[config.mk]
export PLATFORM = sky130hd
export DESIGN_NAME = piecewise_linear_lut_interpolator
export DESIGN_NICKNAME = d
export VERILOG_FILES = /design/src/sv/pli_pkg.sv /design/src/sv/pli_datapath.sv /design/src/sv/pli_ctrl.sv /design/src/sv/piecewise_linear_lut_interpolator.sv
export SDC_FILE = /design/constraint.sdc
export NUM_CORES = 2
export LEC_CHECK = 0
export BUFFER_PORTS_ARGS = -buffer_cell sky130_fd_sc_hd__buf_2
export CAP_MARGIN = 25
export CORE_MARGIN = 2
export CORE_UTILIZATION = 40
export DETAILED_ROUTE_END_ITERATION = 12
export HOLD_SLACK_MARGIN = 0.1
export PLACE_DENSITY = 0.57
export SYNTH_ARGS = -nofsm -noshare
export SYNTH_HDL_FRONTEND = slang
export SYNTH_SLANG_ARGS = --single-unit
[constraint.sdc]
create_clock -name clk -period 7.2 [get_ports clk]
set_clock_uncertainty 0.1 [all_clocks]
set_input_delay 0.36 -clock clk [delete_from_list [all_inputs] [get_ports clk]]
set_output_delay 0.36 -clock clk [all_outputs]
set_load 0.03 [all_outputs]
[src/sv/pli_pkg.sv]
// Shared types, constants and codes of the piecewise-linear lookup interpolator.
package pli_pkg;

	// Table geometry
	localparam int TABLE_DEPTH = 16;
	localparam int IDX_W       = $clog2(TABLE_DEPTH);
	localparam int CNT_W       = $clog2(TABLE_DEPTH + 1);

	// Field widths
	localparam int FLOW_W  = 32;
	localparam int DUTY_W  = 16;
	localparam int PCNT_W  = 5;
	localparam int PIDX_W  = 4;
	localparam int CFG_IDX_W = 2;
	localparam int CFG_DAT_W = 16;

	// Interpolation arithmetic: |dy * num| < 2^48
	localparam int PROD_W    = DUTY_W + 1 + FLOW_W + 1;
	localparam int DIV_W     = DUTY_W + FLOW_W;
	localparam int DIV_CNT_W = $clog2(DIV_W);

	// Register indexes
	localparam logic [CFG_IDX_W-1:0] CFG_POINT_COUNT   = 2'd0;
	localparam logic [CFG_IDX_W-1:0] CFG_EMPTY_DUTY    = 2'd1;
	localparam logic [CFG_IDX_W-1:0] CFG_FALLBACK_DUTY = 2'd2;

	// Item actions
	localparam logic ACT_WRITE = 1'b0;
	localparam logic ACT_QUERY = 1'b1;

	typedef enum logic [2:0] {
		KIND_EMPTY    = 3'd0,
		KIND_LOW      = 3'd1,
		KIND_HIGH     = 3'd2,
		KIND_INTERP   = 3'd3,
		KIND_FALLBACK = 3'd4
	} kind_t;

	// Controller -> datapath
	typedef struct packed {
		logic  write_pt;
		logic  start;
		logic  ptr_last;
		logic  ptr_one;
		logic  ptr_next;
		logic  save_prev;
		logic  seg_load;
		logic  mul;
		logic  div_init;
		logic  div_step;
		logic  res_load;
		kind_t res_kind;
		logic  out_load;
	} dp_cmd_t;

	// Datapath -> controller
	typedef struct packed {
		logic count_zero;
		logic le_first;
		logic ge_last;
		logic bracket;
		logic ptr_at_last;
		logic den_zero;
		logic div_last;
	} dp_status_t;

endpackage

[src/sv/pli_datapath.sv]
// Datapath: point table, config registers, segment search compares, multiply and serial divide.
module pli_datapath
	import pli_pkg::*;
(
	input  logic                 clk,
	input  logic                 arst_n,
	input  dp_cmd_t              cmd,
	output dp_status_t           st,
	input  logic                 cfg_we,
	input  logic [CFG_IDX_W-1:0] cfg_index,
	input  logic [CFG_DAT_W-1:0] cfg_wdata,
	input  logic [PIDX_W-1:0]    point_index,
	input  logic [FLOW_W-1:0]    point_flow,
	input  logic [DUTY_W-1:0]    point_duty,
	input  logic [FLOW_W-1:0]    desired_flow,
	output logic [DUTY_W-1:0]    duty_out,
	output logic [2:0]           result_kind
);

	// Config registers
	logic [PCNT_W-1:0] point_count_q;
	logic [DUTY_W-1:0] empty_duty_q;
	logic [DUTY_W-1:0] fallback_duty_q;

	always_ff @(posedge clk or negedge arst_n) begin
		if (!arst_n) begin
			point_count_q   <= '0;
			empty_duty_q    <= '0;
			fallback_duty_q <= '1;
		end else if (cfg_we) begin
			unique case (cfg_index)
				CFG_POINT_COUNT:   point_count_q   <= cfg_wdata[PCNT_W-1:0];
				CFG_EMPTY_DUTY:    empty_duty_q    <= cfg_wdata;
				CFG_FALLBACK_DUTY: fallback_duty_q <= cfg_wdata;
				default: ;
			endcase
		end
	end

	// Point table, one write port and one registered read port
	logic [FLOW_W-1:0] flow_mem [TABLE_DEPTH];
	logic [DUTY_W-1:0] duty_mem [TABLE_DEPTH];
	logic [IDX_W-1:0]  ptr_q;
	logic [FLOW_W-1:0] rd_flow_q;
	logic [DUTY_W-1:0] rd_duty_q;
	logic              wr_ok;

	assign wr_ok = int'(point_index) < TABLE_DEPTH;

	always_ff @(posedge clk) begin
		if (cmd.write_pt && wr_ok) begin
			flow_mem[IDX_W'(point_index)] <= point_flow;
			duty_mem[IDX_W'(point_index)] <= point_duty;
		end
		rd_flow_q <= flow_mem[ptr_q];
		rd_duty_q <= duty_mem[ptr_q];
	end

	// Query context
	logic [FLOW_W-1:0] f_q;
	logic [IDX_W-1:0]  last_q;
	logic              zero_q;
	logic [FLOW_W-1:0] prev_flow_q;
	logic [DUTY_W-1:0] prev_duty_q;
	logic [CNT_W-1:0]  n_sat;

	always_comb begin
		if (int'(point_count_q) > TABLE_DEPTH)
			n_sat = CNT_W'(TABLE_DEPTH);
		else
			n_sat = CNT_W'(point_count_q);
	end

	always_ff @(posedge clk) begin
		if (cmd.start) begin
			f_q    <= desired_flow;
			last_q <= IDX_W'(n_sat - CNT_W'(1));
			zero_q <= (n_sat == '0);
		end
		if (cmd.save_prev) begin
			prev_flow_q <= rd_flow_q;
			prev_duty_q <= rd_duty_q;
		end
		if (cmd.start)
			ptr_q <= '0;
		else if (cmd.ptr_last)
			ptr_q <= last_q;
		else if (cmd.ptr_one)
			ptr_q <= IDX_W'(1);
		else if (cmd.ptr_next)
			ptr_q <= ptr_q + IDX_W'(1);
	end

	// Segment operands
	logic [FLOW_W-1:0]        num_q;
	logic [FLOW_W-1:0]        den_q;
	logic signed [DUTY_W:0]   dy_q;
	logic [DUTY_W-1:0]        y0_q;
	logic signed [PROD_W-1:0] prod_s1;
	logic signed [PROD_W-1:0] prod_w;
	logic signed [PROD_W-1:0] mag_w;

	assign prod_w = dy_q * $signed({1'b0, num_q});
	assign mag_w  = prod_s1[PROD_W-1] ? -prod_s1 : prod_s1;

	always_ff @(posedge clk) begin
		if (cmd.seg_load) begin
			num_q <= f_q - prev_flow_q;
			den_q <= rd_flow_q - prev_flow_q;
			dy_q  <= $signed({1'b0, rd_duty_q}) - $signed({1'b0, prev_duty_q});
			y0_q  <= prev_duty_q;
		end
		if (cmd.mul)
			prod_s1 <= prod_w;
	end

	// Restoring divider, one quotient bit per cycle
	logic [FLOW_W-1:0]    rem_q;
	logic [DIV_W-1:0]     dq_q;
	logic                 neg_q;
	logic [DIV_CNT_W-1:0] div_cnt_q;
	logic [FLOW_W:0]      rem_sh;
	logic [FLOW_W:0]      den_ext;
	logic                 q_bit;
	logic [FLOW_W-1:0]    rem_nx;

	always_comb begin
		rem_sh  = {rem_q, dq_q[DIV_W-1]};
		den_ext = {1'b0, den_q};
		q_bit   = (rem_sh >= den_ext);
		rem_nx  = q_bit ? FLOW_W'(rem_sh - den_ext) : rem_sh[FLOW_W-1:0];
	end

	always_ff @(posedge clk) begin
		if (cmd.div_init) begin
			rem_q     <= '0;
			dq_q      <= mag_w[DIV_W-1:0];
			neg_q     <= prod_s1[PROD_W-1];
			div_cnt_q <= '0;
		end else if (cmd.div_step) begin
			rem_q     <= rem_nx;
			dq_q      <= {dq_q[DIV_W-2:0], q_bit};
			div_cnt_q <= div_cnt_q + DIV_CNT_W'(1);
		end
	end

	// Quotient magnitude never exceeds |dy|, so 16 bits carry it
	logic [DUTY_W+1:0] q_ext;
	logic [DUTY_W+1:0] q_sgn;
	logic [DUTY_W+1:0] sum_w;
	logic [DUTY_W-1:0] interp_duty;

	always_comb begin
		q_ext       = {2'b00, dq_q[DUTY_W-1:0]};
		q_sgn       = neg_q ? ((DUTY_W+2)'(0) - q_ext) : q_ext;
		sum_w       = {2'b00, y0_q} + q_sgn;
		interp_duty = (den_q == '0) ? y0_q : sum_w[DUTY_W-1:0];
	end

	// Result holding register and output register
	logic [DUTY_W-1:0] res_duty_q;
	kind_t             res_kind_q;
	logic [DUTY_W-1:0] out_duty_q;
	kind_t             out_kind_q;
	logic [DUTY_W-1:0] res_duty_w;

	always_comb begin
		unique case (cmd.res_kind)
			KIND_EMPTY:    res_duty_w = empty_duty_q;
			KIND_LOW:      res_duty_w = rd_duty_q;
			KIND_HIGH:     res_duty_w = rd_duty_q;
			KIND_INTERP:   res_duty_w = interp_duty;
			KIND_FALLBACK: res_duty_w = fallback_duty_q;
			default:       res_duty_w = fallback_duty_q;
		endcase
	end

	always_ff @(posedge clk) begin
		if (cmd.res_load) begin
			res_duty_q <= res_duty_w;
			res_kind_q <= cmd.res_kind;
		end
		if (cmd.out_load) begin
			out_duty_q <= res_duty_q;
			out_kind_q <= res_kind_q;
		end
	end

	assign duty_out    = out_duty_q;
	assign result_kind = out_kind_q;

	// Status
	assign st.count_zero  = zero_q;
	assign st.le_first    = (f_q <= rd_flow_q);
	assign st.ge_last     = (f_q >= rd_flow_q);
	assign st.bracket     = (f_q >= prev_flow_q) && (f_q <= rd_flow_q);
	assign st.ptr_at_last = (ptr_q == last_q);
	assign st.den_zero    = (den_q == '0);
	assign st.div_last    = (div_cnt_q == DIV_CNT_W'(DIV_W - 1));

endmodule

[src/sv/pli_ctrl.sv]
// Controller state machine: input/output handshakes and sequencing of the search and divide.
module pli_ctrl
	import pli_pkg::*;
(
	input  logic       clk,
	input  logic       arst_n,
	input  logic       in_valid,
	output logic       in_ready,
	input  logic       action,
	output logic       out_valid,
	input  logic       out_ready,
	input  dp_status_t st,
	output dp_cmd_t    cmd
);

	typedef enum logic [3:0] {
		S_IDLE,
		S_RD0,
		S_CHK0,
		S_CHKL,
		S_SRD,
		S_SCHK,
		S_MUL,
		S_DINIT,
		S_DIV,
		S_FIN,
		S_EMIT
	} state_t;

	state_t state_q;
	state_t state_nx;
	logic   out_valid_q;
	logic   in_acc;
	logic   slot_free;

	assign in_ready  = (state_q == S_IDLE);
	assign in_acc    = in_valid && in_ready;
	assign slot_free = !out_valid_q || out_ready;
	assign out_valid = out_valid_q;

	always_comb begin
		cmd      = '0;
		cmd.res_kind = KIND_EMPTY;
		state_nx = state_q;
		unique case (state_q)
			S_IDLE: begin
				if (in_acc) begin
					if (action == ACT_WRITE) begin
						cmd.write_pt = 1'b1;
					end else begin
						cmd.start = 1'b1;
						state_nx  = S_RD0;
					end
				end
			end
			S_RD0: begin
				if (st.count_zero) begin
					cmd.res_load = 1'b1;
					cmd.res_kind = KIND_EMPTY;
					state_nx     = S_EMIT;
				end else begin
					cmd.ptr_last = 1'b1;
					state_nx     = S_CHK0;
				end
			end
			S_CHK0: begin
				if (st.le_first) begin
					cmd.res_load = 1'b1;
					cmd.res_kind = KIND_LOW;
					state_nx     = S_EMIT;
				end else begin
					cmd.save_prev = 1'b1;
					state_nx      = S_CHKL;
				end
			end
			S_CHKL: begin
				if (st.ge_last) begin
					cmd.res_load = 1'b1;
					cmd.res_kind = KIND_HIGH;
					state_nx     = S_EMIT;
				end else begin
					cmd.ptr_one = 1'b1;
					state_nx    = S_SRD;
				end
			end
			S_SRD: state_nx = S_SCHK;
			S_SCHK: begin
				if (st.bracket) begin
					cmd.seg_load = 1'b1;
					state_nx     = S_MUL;
				end else if (st.ptr_at_last) begin
					cmd.res_load = 1'b1;
					cmd.res_kind = KIND_FALLBACK;
					state_nx     = S_EMIT;
				end else begin
					cmd.save_prev = 1'b1;
					cmd.ptr_next  = 1'b1;
					state_nx      = S_SRD;
				end
			end
			S_MUL: begin
				if (st.den_zero) begin
					cmd.res_load = 1'b1;
					cmd.res_kind = KIND_INTERP;
					state_nx     = S_EMIT;
				end else begin
					cmd.mul  = 1'b1;
					state_nx = S_DINIT;
				end
			end
			S_DINIT: begin
				cmd.div_init = 1'b1;
				state_nx     = S_DIV;
			end
			S_DIV: begin
				cmd.div_step = 1'b1;
				if (st.div_last)
					state_nx = S_FIN;
			end
			S_FIN: begin
				cmd.res_load = 1'b1;
				cmd.res_kind = KIND_INTERP;
				state_nx     = S_EMIT;
			end
			S_EMIT: begin
				if (slot_free) begin
					cmd.out_load = 1'b1;
					state_nx     = S_IDLE;
				end
			end
			default: state_nx = S_IDLE;
		endcase
	end

	always_ff @(posedge clk or negedge arst_n) begin
		if (!arst_n) begin
			state_q     <= S_IDLE;
			out_valid_q <= 1'b0;
		end else begin
			state_q <= state_nx;
			if (cmd.out_load)
				out_valid_q <= 1'b1;
			else if (out_ready)
				out_valid_q <= 1'b0;
		end
	end

endmodule

[src/sv/piecewise_linear_lut_interpolator.sv]
// Top level of the piecewise-linear lookup table interpolator.
// Input channel (in_valid/in_ready): one beat carries action, point_index,
//   point_flow, point_duty and desired_flow. A write beat stores one table
//   point (index at or above the table depth is dropped) and gives no result.
//   A query beat gives exactly one output beat (duty_out, result_kind).
// Config port: cfg_we/cfg_index/cfg_wdata, index 0 point_count, 1 empty_duty,
//   2 fallback_duty; write it only while the block is idle.
// Sequence: a write stores its point from the idle state. A query first
//   checks for an empty table, reads entry 0 for the clamped-low check, then
//   the last entry for the clamped-high check, then scans one segment at a
//   time through the single registered read port (fallback after the last
//   segment). Equal flows on a segment skip the divide; interpolation runs a
//   multiply, then a restoring divider, one quotient bit per cycle over 48
//   bits. One query is in flight at a time.
// Output: the result sits in an output register; in_ready returns as soon as
//   it is loaded, so a new beat is taken while the receiver stalls. A second
//   result waits in the result register until the output register frees up.
// Reset (arst_n low): controller idle, no output valid, point_count 0,
//   empty_duty 0, fallback_duty 65535. Table contents stay undefined until
//   written.
module piecewise_linear_lut_interpolator
	import pli_pkg::*;
(
	input  logic                 clk,
	input  logic                 arst_n,
	// configuration
	input  logic                 cfg_we,
	input  logic [CFG_IDX_W-1:0] cfg_index,
	input  logic [CFG_DAT_W-1:0] cfg_wdata,
	// input beats
	input  logic                 in_valid,
	output logic                 in_ready,
	input  logic                 action,
	input  logic [PIDX_W-1:0]    point_index,
	input  logic [FLOW_W-1:0]    point_flow,
	input  logic [DUTY_W-1:0]    point_duty,
	input  logic [FLOW_W-1:0]    desired_flow,
	// result beats
	output logic                 out_valid,
	input  logic                 out_ready,
	output logic [DUTY_W-1:0]    duty_out,
	output logic [2:0]           result_kind
);

	dp_cmd_t    cmd;
	dp_status_t st;

	// Sequencer: handshakes, clamp checks, segment scan, divide stepping
	pli_ctrl u_ctrl (
		.clk       (clk),
		.arst_n    (arst_n),
		.in_valid  (in_valid),
		.in_ready  (in_ready),
		.action    (action),
		.out_valid (out_valid),
		.out_ready (out_ready),
		.st        (st),
		.cmd       (cmd)
	);

	// Table, config registers, compares, multiplier and divider
	pli_datapath u_dp (
		.clk          (clk),
		.arst_n       (arst_n),
		.cmd          (cmd),
		.st           (st),
		.cfg_we       (cfg_we),
		.cfg_index    (cfg_index),
		.cfg_wdata    (cfg_wdata),
		.point_index  (point_index),
		.point_flow   (point_flow),
		.point_duty   (point_duty),
		.desired_flow (desired_flow),
		.duty_out     (duty_out),
		.result_kind  (result_kind)
	);

endmodule

==> flow_metrics.env <==
export IMPL_clkPwrFrac_pct=27.6
export IMPL_syn_num_nets=6139
export IMPL_synth_top_area_share_pct=46.5
export IMPL_synth_compound_area_share_pct=6.29
export IMPL_die_w_um=423
export IMPL_fmax_ghz=0.148
export IMPL_rsz0062_at_grt="no"
export IMPL_synthMuxAreaShare_pct=8.62
export IMPL_syn_inst=5256
export IMPL_tns_ps=0
export IMPL_num_nets_final=6435
export IMPL_tritoncts="yes"
export IMPL_drcViolationCount=0
export IMPL_vias=42166
export IMPL_synth_edf_count=1086
export IMPL_ys_ff_latch=1218
export IMPL_synthTopCellsByCount="1086 x edfxtp_1, 651 x inv_1, 456 x nand2_1"
export IMPL_yosys_area_top_type="edfxtp_1"
export IMPL_maxCapViolCount=0
export IMPL_yosysWarningCount=0
export IMPL_cp_end_kind="register"
export IMPL_rows=153
export IMPL_drv_slew=0
export IMPL_synth_simple_gate_area_share_pct=8.59
export IMPL_clockBufferDepth=3
export IMPL_grt_pass1_vias=44083
export IMPL_grt_ovfl_total=0
export IMPL_first_iter_violations=2900
export IMPL_cts_made_buffers=136
export IMPL_crit_type="reg2reg"
export IMPL_stdcell_area_um2=79900
export IMPL_p_int_mw=16.7
export IMPL_hp_class="in2reg"
export IMPL_final_hold_viol_count=0
export IMPL_ys_seq_area_share_pct=50.6
export IMPL_start_util_pct=40.3
export IMPL_synthArstFlopShare_pct=3.45
export IMPL_firstDrtPassIters=5
export IMPL_fill_cells=15580
export IMPL_p_seq_share_pct=37.1
export IMPL_synth_flop_cell="edfxtp_1"
export IMPL_cts_sinks=1218
export IMPL_setup_viol=0
export IMPL_synthAdderAreaFrac_pct=18.7
export IMPL_io_pins=129
export IMPL_worstSkewPairLatency_ps=800
export IMPL_wl_per_cell_um=22.3
export IMPL_hpwl_um=123000
export IMPL_viasPerCell=5.27
export IMPL_core_area_um2=174000
export IMPL_arrival_ps=7220
export IMPL_grt_pass1_wl_um=273000
export IMPL_final_antenna_net_count=0
export IMPL_wirelength_um=178000
export IMPL_drive_above_1_share_pct=14.2
export IMPL_syn_area_per_cell_um2=13.3
export IMPL_antenna_found_initial=17
export IMPL_area_growth_pct=14.1
export IMPL_synth_top_family_by_area="adder cells"
export IMPL_clockRootBuffer="clkbuf_16"
export IMPL_clk_pin_slew_ps=70
export IMPL_switchingPower_mw=8.68
export IMPL_post_route_min_period_ps=6780
export IMPL_worstPathRequired_ps=7640
export IMPL_finalCritPeriodShare_pct=94.2
export IMPL_post_synth_xor_area_fraction_pct=2.62
export IMPL_tightest_slew_ps=1010
export IMPL_cts_max_level=4
export IMPL_synth_cell_type_count=76
export IMPL_gp_congestion=0.873
export IMPL_syn_cell_area_um2=70100
export IMPL_grt_usage_pct=20.1
export IMPL_synth_area_leaders="edfxtp_1 47%, fa_1 13%, mux4_2 7.7%"
export IMPL_die_area_um2=179000
export IMPL_die_h_um=423
export IMPL_max_vdd_ir_drop_mv=0.197
export IMPL_combPwrFrac_pct=35.3
export IMPL_synth_most_common_cell="edfxtp_1"
export IMPL_cp_start_kind="register"
export IMPL_maxSlewHeadroom_pct=32.7
export IMPL_swShare_pct=34.2
export IMPL_cp_max_fo=32
export IMPL_p_per_area_nw_per_um2=318
export IMPL_io_buffers=128
export IMPL_p_leak_nw=31.1
export IMPL_outcome="finished, final reports clean"
export IMPL_grt_max_degree=98
export IMPL_post_dp_cell_area_um2=74000
## power groups by stage
stage                     Clock, mW  Sequential [mW]  Combinational, mW
after CTS                      7.17             9.42               9.00
after global routing           7.44             9.49               9.93
after global placement            0             9.55               8.82
after floorplan                   0             9.26               6.43
final                          7.00             9.42               8.97
after detailed placement          0             9.56               8.91
## metrics by stage
step	hold WS (ps)	power, mW	cells	util (%)	worst slack [ps]
2_1_floorplan	-35.6	15.7	5256	-	310
3_5_place_dp	306	18.5	7614	42.6	46.8
3_3_place_gp	304	18.4	7613	42.5	166
5_1_grt	167	26.9	7996	45.9	6.11
4_1_cts	110	25.6	7970	45.8	10.0
6_report	175	25.4	7998	45.9	421
## final timing paths
kind	startpoint	endpoint	slack [ps]	cells past startpoint
worst min register to register	u_dp.res_duty_q[6]	u_dp.duty_out[6]	320	0
worst max-delay path	u_dp.dy_q[5]	u_dp.prod_s1[45]	420	22
max in group asynchronous	arst_n	u_dp.fallback_duty_q[6]	6060	4
worst max register to register	u_dp.dy_q[5]	u_dp.prod_s1[45]	420	22
worst min-delay path	point_index[3]	u_dp.duty_mem[9][4]	180	3
min in group asynchronous	arst_n	u_dp.empty_duty_q[8]	420	3
## area by class of cell
| cell class | instances | area [um^2] | share of cell area (%) |
|---|---|---|---|
| flip-flops and latches | 1218 | 35500 | 44.4 |
| multi-input cells | 3190 | 31600 | 39.6 |
| clock buffers | 173 | 3610 | 4.52 |
| repair buffers | 353 | 2910 | 3.64 |
| well taps | 2325 | 2910 | 3.64 |
| inverters | 653 | 2450 | 3.07 |
| clock inverters | 77 | 908 | 1.14 |
| diodes | 9 | 22.5 | 0.0282 |
## state kept, by name, indices dropped and copies added (netlist names), 4 cells and up
signal                count
u_dp.flow_mem           512
u_dp.duty_mem           256
u_dp.prod_s1             49
u_dp.dq_q                48
u_dp.den_q               32
u_dp.f_q                 32
u_dp.num_q               32
u_dp.prev_flow_q         32
u_dp.rd_flow_q           32
u_dp.rem_q               32
u_dp.dy_q                17
u_dp.duty_out            16
u_dp.empty_duty_q        16
u_dp.fallback_duty_q     16
u_dp.prev_duty_q         16
u_dp.rd_duty_q           16
u_dp.res_duty_q          16
u_dp.y0_q                16
u_dp.div_cnt_q            6
u_dp.point_count_q        5
u_ctrl.state_q            4
u_dp.last_q               4
u_dp.ptr_q                4
## worst max-delay path: stages (launching register included)
cell and delay, ps:
edfxtp_1 420, buf_12 180, and2_1 190, fa_1 540, inv_1 50, fa_1 470
fa_1 520, inv_1 60, fa_1 490, fa_1 500, inv_1 50, fa_1 520
inv_1 50, ha_1 330, a211oi_1 280, nor2_1 130, o41ai_4 290, a21oi_1 170
or3_1 380, a311oi_2 320, o21bai_1 140, a21boi_0 210, xnor2_1 90
## timing repair
item / in CTS / in global routing
endpoints found under the hold margin: 901 / 6
setup buffers: 0 / 15
hold buffers: 106 / 1
resized for setup: 0 / 5
setup endpoints to repair: 0 / 9
## logic make-up after synthesis
| kind of cell | Yosys count |
|---|---|
| AOI/OAI and AO/OA | 689 |
| xor gates and xnor gates | 210 |
| adders and majority gates | 775 |
| buffers and inverters | 848 |
| DFF | 1218 |
| muxes | 299 |
| and+or+nand+nor | 1217 |
## cells in the final DEF (no fill, tap or decap), types with 23 or more instances in the layout
| cell | count |
|---|---|
| dfrtp_1 | 26 |
| dlygate4sd3_1 | 107 |
| or3_1 | 25 |
| buf_2 | 128 |
| nand2_1 | 456 |
| inv_1 | 650 |
| nor2_1 | 154 |
| nor3_1 | 43 |
| mux4_2 | 240 |
| dfxtp_1 | 87 |
| a211oi_1 | 28 |
| fa_1 | 454 |
| a21oi_1 | 175 |
| a31oi_1 | 23 |
| ha_1 | 321 |
| a21o_1 | 71 |
| nor2b_1 | 32 |
| nand2b_1 | 41 |
| o21ai_0 | 178 |
| xnor2_1 | 112 |
| edfxtp_1 | 1086 |
| xor2_1 | 98 |
| clkbuf_16 | 137 |
| nand3_1 | 53 |
| clkbuf_1 | 31 |
| buf_4 | 94 |
| and2_1 | 271 |
| o31ai_1 | 25 |
| mux2_2 | 38 |
| nand4_1 | 24 |
## metal layers
layer / track usage (%) / vias up / share of wire [%]
li1: - / 19257 / -
met1: 26.3 / 21750 / 43
met2: 34.4 / 857 / 50
met3: 2.76 / 290 / 3.9
met4: 6.85 / 12 / 3.3
met5: 0 / - / 0.044
(Power assumes the default switching activity.)
